File: src/hw/rtl/alu8f_pkg.sv
// Opcode codes, result type and the single-pass ALU function for the 8-bit ALU.
// Self-contained; used by the top level and by the testbench.
`timescale 1ns / 1ps

package alu8f_pkg;

    typedef enum logic [3:0] {
        OP_ADC  = 4'd0,
        OP_SBC  = 4'd1,
        OP_RLC  = 4'd2,
        OP_RRC  = 4'd3,
        OP_RL   = 4'd4,
        OP_RR   = 4'd5,
        OP_AND  = 4'd6,
        OP_XOR  = 4'd7,
        OP_OR   = 4'd8,
        OP_CPL  = 4'd9,
        OP_SWAP = 4'd10,
        OP_SET  = 4'd11,
        OP_GET  = 4'd12,
        OP_SLA  = 4'd13,
        OP_SRA  = 4'd14,
        OP_SRL  = 4'd15
    } t_op;

    typedef struct packed {
        logic [3:0] req_type;
        logic [7:0] operand_a;
        logic [7:0] operand_b;
        logic       carry_in;
        logic [2:0] bit_index;
    } t_req;

    typedef struct packed {
        logic [7:0] result_byte;
        logic       zero_flag;
        logic       subtract_flag;
        logic       half_carry_flag;
        logic       carry_flag;
        logic [7:0] aux_byte;
    } t_res;

    function automatic t_res alu_compute(input t_req req);
        logic [8:0] sum;
        logic [4:0] sum_lo;
        logic [8:0] diff;
        logic [4:0] diff_lo;
        logic [7:0] r;
        logic [7:0] a;
        logic       sub;
        logic       hc;
        logic       cy;
        logic       aux_is_a;
        t_res       res;
        a        = req.operand_a;
        sum      = {1'b0, a} + {1'b0, req.operand_b} + {8'd0, req.carry_in};
        sum_lo   = {1'b0, a[3:0]} + {1'b0, req.operand_b[3:0]} + {4'd0, req.carry_in};
        diff     = {1'b0, a} - {1'b0, req.operand_b} - {8'd0, req.carry_in};
        diff_lo  = {1'b0, a[3:0]} - {1'b0, req.operand_b[3:0]} - {4'd0, req.carry_in};
        r        = 8'd0;
        sub      = 1'b0;
        hc       = 1'b0;
        cy       = 1'b0;
        aux_is_a = 1'b0;
        case (t_op'(req.req_type))
            OP_ADC: begin
                r  = sum[7:0];
                hc = sum_lo[4];
                cy = sum[8];
            end
            OP_SBC: begin
                r   = diff[7:0];
                sub = 1'b1;
                hc  = diff_lo[4];
                cy  = diff[8];
            end
            OP_RLC: begin
                r        = {a[6:0], a[7]};
                aux_is_a = 1'b1;
            end
            OP_RRC: begin
                r        = {a[0], a[7:1]};
                aux_is_a = 1'b1;
            end
            OP_RL: begin
                r        = {a[6:0], req.carry_in};
                aux_is_a = 1'b1;
            end
            OP_RR: begin
                r        = {req.carry_in, a[7:1]};
                aux_is_a = 1'b1;
            end
            OP_AND:  r = a & req.operand_b;
            OP_XOR:  r = a ^ req.operand_b;
            OP_OR:   r = a | req.operand_b;
            OP_CPL:  r = ~a;
            OP_SWAP: r = {a[3:0], a[7:4]};
            OP_SET: begin
                r                = a;
                r[req.bit_index] = |req.operand_b;
            end
            OP_GET: begin
                r        = {7'd0, a[req.bit_index]};
                aux_is_a = 1'b1;
            end
            OP_SLA: begin
                r        = {a[6:0], 1'b0};
                aux_is_a = 1'b1;
            end
            OP_SRA: begin
                r        = {a[7], a[7:1]};
                aux_is_a = 1'b1;
            end
            OP_SRL: begin
                r        = {1'b0, a[7:1]};
                aux_is_a = 1'b1;
            end
            default: r = 8'd0;
        endcase
        res.result_byte     = r;
        res.zero_flag       = (r == 8'd0);
        res.subtract_flag   = sub;
        res.half_carry_flag = hc;
        res.carry_flag      = cy;
        res.aux_byte        = aux_is_a ? a : r;
        return res;
    endfunction

endpackage

File: src/hw/rtl/eight_bit_alu_with_flags.sv
// Stages: input register, then ALU logic, then result register.
// Throughput: one request per cycle while o_in_stall is low.
// Reset (synchronous, active low) empties both stages; no other state is kept.
// Input stall rises only when both stages hold requests and the output is stalled.
// Top level of the 8-bit ALU with flags; depends on alu8f_pkg.
`timescale 1ns / 1ps

module eight_bit_alu_with_flags (
    input  logic       i_clk,
    input  logic       i_rst_n,
    input  logic       i_in_valid,
    output logic       o_in_stall,
    input  logic [3:0] i_req_type,
    input  logic [7:0] i_operand_a,
    input  logic [7:0] i_operand_b,
    input  logic       i_carry_in,
    input  logic [2:0] i_bit_index,
    output logic       o_out_valid,
    input  logic       i_out_stall,
    output logic [7:0] o_result_byte,
    output logic       o_zero_flag,
    output logic       o_subtract_flag,
    output logic       o_half_carry_flag,
    output logic       o_carry_flag,
    output logic [7:0] o_aux_byte
);

    logic              r_req_valid;
    alu8f_pkg::t_req   r_req;
    logic              r_res_valid;
    alu8f_pkg::t_res   r_res;
    alu8f_pkg::t_res   n_res;
    logic              res_load;
    logic              req_load;

    assign res_load   = !r_res_valid || !i_out_stall;
    assign req_load   = !r_req_valid || res_load;
    assign o_in_stall = !req_load;
    assign n_res      = alu8f_pkg::alu_compute(r_req);

    always_ff @(posedge i_clk) begin
        if (!i_rst_n) begin
            r_req_valid <= 1'b0;
            r_res_valid <= 1'b0;
        end else begin
            if (req_load) begin
                r_req_valid <= i_in_valid;
            end
            if (res_load) begin
                r_res_valid <= r_req_valid;
            end
        end
    end

    always_ff @(posedge i_clk) begin
        if (req_load && i_in_valid) begin
            r_req.req_type  <= i_req_type;
            r_req.operand_a <= i_operand_a;
            r_req.operand_b <= i_operand_b;
            r_req.carry_in  <= i_carry_in;
            r_req.bit_index <= i_bit_index;
        end
        if (res_load && r_req_valid) begin
            r_res <= n_res;
        end
    end

    assign o_out_valid       = r_res_valid;
    assign o_result_byte     = r_res.result_byte;
    assign o_zero_flag       = r_res.zero_flag;
    assign o_subtract_flag   = r_res.subtract_flag;
    assign o_half_carry_flag = r_res.half_carry_flag;
    assign o_carry_flag      = r_res.carry_flag;
    assign o_aux_byte        = r_res.aux_byte;

endmodule

File: config.mk
export PLATFORM = sky130hd
export DESIGN_NAME = eight_bit_alu_with_flags
export DESIGN_NICKNAME = d
export VERILOG_FILES = /design/src/hw/rtl/alu8f_pkg.sv /design/src/hw/rtl/eight_bit_alu_with_flags.sv
export SDC_FILE = /design/constraint.sdc
export NUM_CORES = 1
export LEC_CHECK = 0
export ABC_CLOCK_PERIOD_IN_PS = 3400
export BUFFER_PORTS_ARGS = -buffer_cell sky130_fd_sc_hd__buf_4
export CORE_MARGIN = 2
export CORE_UTILIZATION = 53
export DETAILED_ROUTE_END_ITERATION = 6
export PLACE_DENSITY = 0.75
export SYNTH_ARGS = -nofsm -noshare
export SYNTH_HDL_FRONTEND = slang
export SYNTH_SLANG_ARGS = --single-unit
File: constraint.sdc
create_clock -name i_clk -period 3.4 [get_ports i_clk]
set_clock_uncertainty 0.2 [all_clocks]
set_input_delay 0.34 -clock i_clk [delete_from_list [all_inputs] [get_ports i_clk]]
set_output_delay 0.34 -clock i_clk [all_outputs]
set_load 0.01 [all_outputs]
==> impl_metrics.tcl <==
set metrics [dict create \
    die_height_microns 87.7 \
    path_delay_family "adder cells" \
    finalNetCount 518 \
    timing.critical_path.mode_cell "sky130_fd_sc_hd__fa_1" \
    power_report.internal_total_uw 1040 \
    timing.reg2reg.setup_slack_ps 90 \
    largest_family_of_logic_cells_by_synthesized_area "compound AO/OA/AOI/OAI gates" \
    netlist_instances 386 \
    min_path_cells 1 \
    period_minus_slack_ps 3310 \
    clock_sink_count 46 \
    cts_max_level 2 \
    vias 3302 \
    worst_setup_path_end_kind "flop" \
    netSwitchingPower_uw 484 \
    mostFrequentLayoutCells "sky130_fd_sc_hd__buf_4, sky130_fd_sc_hd__edfxtp_1, sky130_fd_sc_hd__inv_1" \
    clock_latency_ps 310 \
    cts-root-to-sink-buffers 2 \
    drt_pre_antenna_iters 5 \
    global_route.usage.total_pct 28.2 \
    worst_slack_ps 88.2 \
    post-dp-hpwl_mm 7.95 \
    timing.rr.start "r_req[4]" \
    synth_adder_area_share_pct 12.3 \
    initial_core_util_pct 54.6 \
    power_leakage_uw 0.00188 \
    grt_max_degree 35 \
    detailedPlace.worstSlack_ps -11.5 \
    hold_viol_final 0 \
    num_rows 30 \
    final_layout_size_suffix_gt1_share_pct 23.6 \
    clkPwrFrac_pct 21.6 \
    crit_path_max_incr_delay_ps 460 \
    weighted_congestion_at_the_end_of_routability_driven_global_placement 1.02 \
    timing.slew.headroom_pct 32.8 \
    routedWlPerCell_microns 18.7 \
    postSynthAreaPerCell_sq_um 9.61 \
    summed_instance_area_of_the_synthesized_netlist_sq_um 3710 \
    synth_enable_flop_cells 44 \
    min-delay-path-class "in -> reg" \
    synthDistinctLibCells 65 \
    timing.hold.worst_endpoint "r_req[14]" \
    r2r-end "o_zero_flag" \
    worstSetupStartpointType "flop" \
    status "completed" \
    yosysWarningCount 0 \
    number_of_failing_setup_endpoints_in_the_final_timing_report 0 \
    p_seq_share_pct 46.0 \
    grt.overflow.total 0 \
    ios 50 \
    port_bufs 49 \
    path_depth 9 \
    async_flop_share_pct 0 \
    mux_cell_area_share_after_synthesis_pct 6.58 \
    n_fill_cell 548 \
    report.power.total_uw 1520 \
    antenna_found_initial 0 \
    worst_pin_slew_ps 1000 \
    syn2layout_area_growth_pct 21.7 \
    slew_violations 0 \
    route.detailed.drc 0 \
    drv_cap 0 \
    cp_max_fo 3 \
    cts_inserted_buffers 5 \
    synth_largest_area_cell "sky130_fd_sc_hd__edfxtp_1" \
    final_common_cell "sky130_fd_sc_hd__buf_4" \
    setup_total_negative_slack_ps 0 \
    grt_pass1_wl_mm 16.3 \
    synthTopCellsByArea "sky130_fd_sc_hd__edfxtp_1, sky130_fd_sc_hd__ha_1, sky130_fd_sc_hd__mux2i_1, sky130_fd_sc_hd__inv_1, sky130_fd_sc_hd__a21oi_1" \
    seq_area_frac_synth_pct 36.7 \
    power.density_nw_per_um2 338 \
    tritoncts "yes" \
    dieArea_sq_um 7690 \
    number_of_buffer_and_inverter_instances_along_the_worst_setup_path 1 \
    antennaDiodeCount 0 \
    synth_simple_gate_area_share_pct 16.5 \
    min_from "i_operand_a[2]" \
    sw_frac_of_total_pct 31.7 \
    reg2regPathDepth 9 \
    first_global_vias 3113 \
    synth_top_area_share_pct 35.6 \
    worst_path_max_delay_cell "sky130_fd_sc_hd__mux4_2" \
    fmaxAchievable_ghz 0.302 \
    share_of_the_cycle_needed_by_the_critical_path_after_routing_pct 97.4 \
    cp_data_arrival_time_ps 3160 \
    crit_path_cell_trace "buf_4 > fa_1 > fa_1 > mux2_2 > mux4_2 > o221a_2 > o22ai_2 > or3_4 > nor4_2" \
    rsz0062_at_grt "false" \
    synth_xor_xnor_area_share_pct 3.54 \
    comb_power_share_pct 32.4 \
    via_per_inst 5.97 \
    clock_transition_time_at_the_flip_flop_clock_pins_of_the_worst_setup_and_hold_paths_ps 80 \
    power.ir.vdd_worst_mv 0.164 \
    cts.root.buffer_cell "sky130_fd_sc_hd__clkbuf_8" \
    ys_ff_latch 46 \
    finish.utilization_pct 66.4 \
    synth.net_count 448 \
    worstPathRequired_ps 3250 \
    postSynth.topFlopCell "sky130_fd_sc_hd__edfxtp_1" \
    critical_path_class "reg -> reg" \
    routed_wirelength_mm 10.3 \
    die_width_microns 87.7 \
    drt.antenna.violating_nets 0 \
    drt_iter0_markers 429 \
    synth_compound_area_share_pct 18.3 \
    floorplan.core_area_sq_um 6790 \
]
cells in the mapped netlist (3+ instances only):
library cell,count
sky130_fd_sc_hd__o211ai_1,3
sky130_fd_sc_hd__o221ai_1,3
sky130_fd_sc_hd__nand2b_1,9
sky130_fd_sc_hd__edfxtp_1,44
sky130_fd_sc_hd__nor2_1,24
sky130_fd_sc_hd__buf_1,4
sky130_fd_sc_hd__and3_1,3
sky130_fd_sc_hd__clkbuf_1,12
sky130_fd_sc_hd__nand3b_1,4
sky130_fd_sc_hd__o21ai_0,17
sky130_fd_sc_hd__mux4_2,3
sky130_fd_sc_hd__xor2_1,6
sky130_fd_sc_hd__mux2_2,5
sky130_fd_sc_hd__nor3b_1,6
sky130_fd_sc_hd__a22oi_1,7
sky130_fd_sc_hd__nor3_1,5
sky130_fd_sc_hd__o22ai_1,8
sky130_fd_sc_hd__o31ai_1,3
sky130_fd_sc_hd__nand2_1,28
sky130_fd_sc_hd__xnor2_1,9
sky130_fd_sc_hd__fa_1,4
sky130_fd_sc_hd__inv_1,31
sky130_fd_sc_hd__a32oi_1,4
sky130_fd_sc_hd__a21o_1,4
sky130_fd_sc_hd__a21oi_1,23
sky130_fd_sc_hd__mux2i_1,12
sky130_fd_sc_hd__nand3_1,7
sky130_fd_sc_hd__buf_2,8
sky130_fd_sc_hd__nor2b_1,12
sky130_fd_sc_hd__ha_1,30
per-stage QoR:
stage                     hold WS [ps]  instance area, sq um  instances
final                             6.42                  4510        553
after CTS                         8.58                  4500        552
after floorplan                    239                  3710        386
after detailed placement           307                  4330        536
after global placement             274                  4330        536
after global routing              1.72                  4510        553
power by group through the flow:
stage	sequential (uW)	clock [uW]	combinational (uW)
after floorplan	710	0	302
after global placement	713	0	464
after detailed placement	714	0	472
after CTS	701	339	482
after global routing	707	351	537
final	701	330	493
logic make-up after synthesis:
group           Yosys count
fa+ha+maj                34
buf+inv                  57
compound gates          101
flops                    46
simple gates            113
xor+xnor                 15
mux                      20
routing by layer:
metal  track usage, %  share of wire (%)  up-vias
met5                0                  0        -
met4             11.0                5.3        0
met3             4.43                9.4       44
met2             45.2                 45      202
met1             38.3                 40     1501
li1                 -                  -     1555
layout make-up:
class                      instances  area, sq um  share of cell area (%)
sequential                        46         1360                    30.2
clock inverter                     2         8.76                   0.194
clock buffer                       6         72.6                    1.61
inverter                          33          124                    2.74
tap                               96          120                    2.66
multi-input combinational        283         2140                    47.5
timing repair buffer              87          686                    15.2
worst max-delay path by stage:
stage | from | endpoint | slack (ps)
floorplan | r_req[12] | o_zero_flag | 100
global route | r_req[4] | o_aux_byte[6] | 3
detailed placement | r_req[4] | o_aux_byte[7] | -10
global placement | r_req[3] | o_aux_byte[7] | 90
finish | r_req[4] | o_zero_flag | 90
CTS | r_req[4] | o_aux_byte[7] | 6
registers in the layout, indices dropped and copies added (netlist names):
| register | count |
|---|---|
| o_out_valid | 1 |
| o_subtract_flag | 1 |
| o_aux_byte | 8 |
| o_carry_flag | 1 |
| o_half_carry_flag | 1 |
| o_result_byte | 8 |
| r_req_valid | 1 |
| o_zero_flag | 1 |
| r_req | 24 |
repair_timing:
action | 4_1_cts | 5_1_grt
buffers inserted | 0 | 1
setup endpoints to repair | 0 | 3
hold buffers | 8 | 0
endpoints found under the hold margin | 8 | 0
resized for setup | 0 | 4
(Power assumes the default switching activity.)
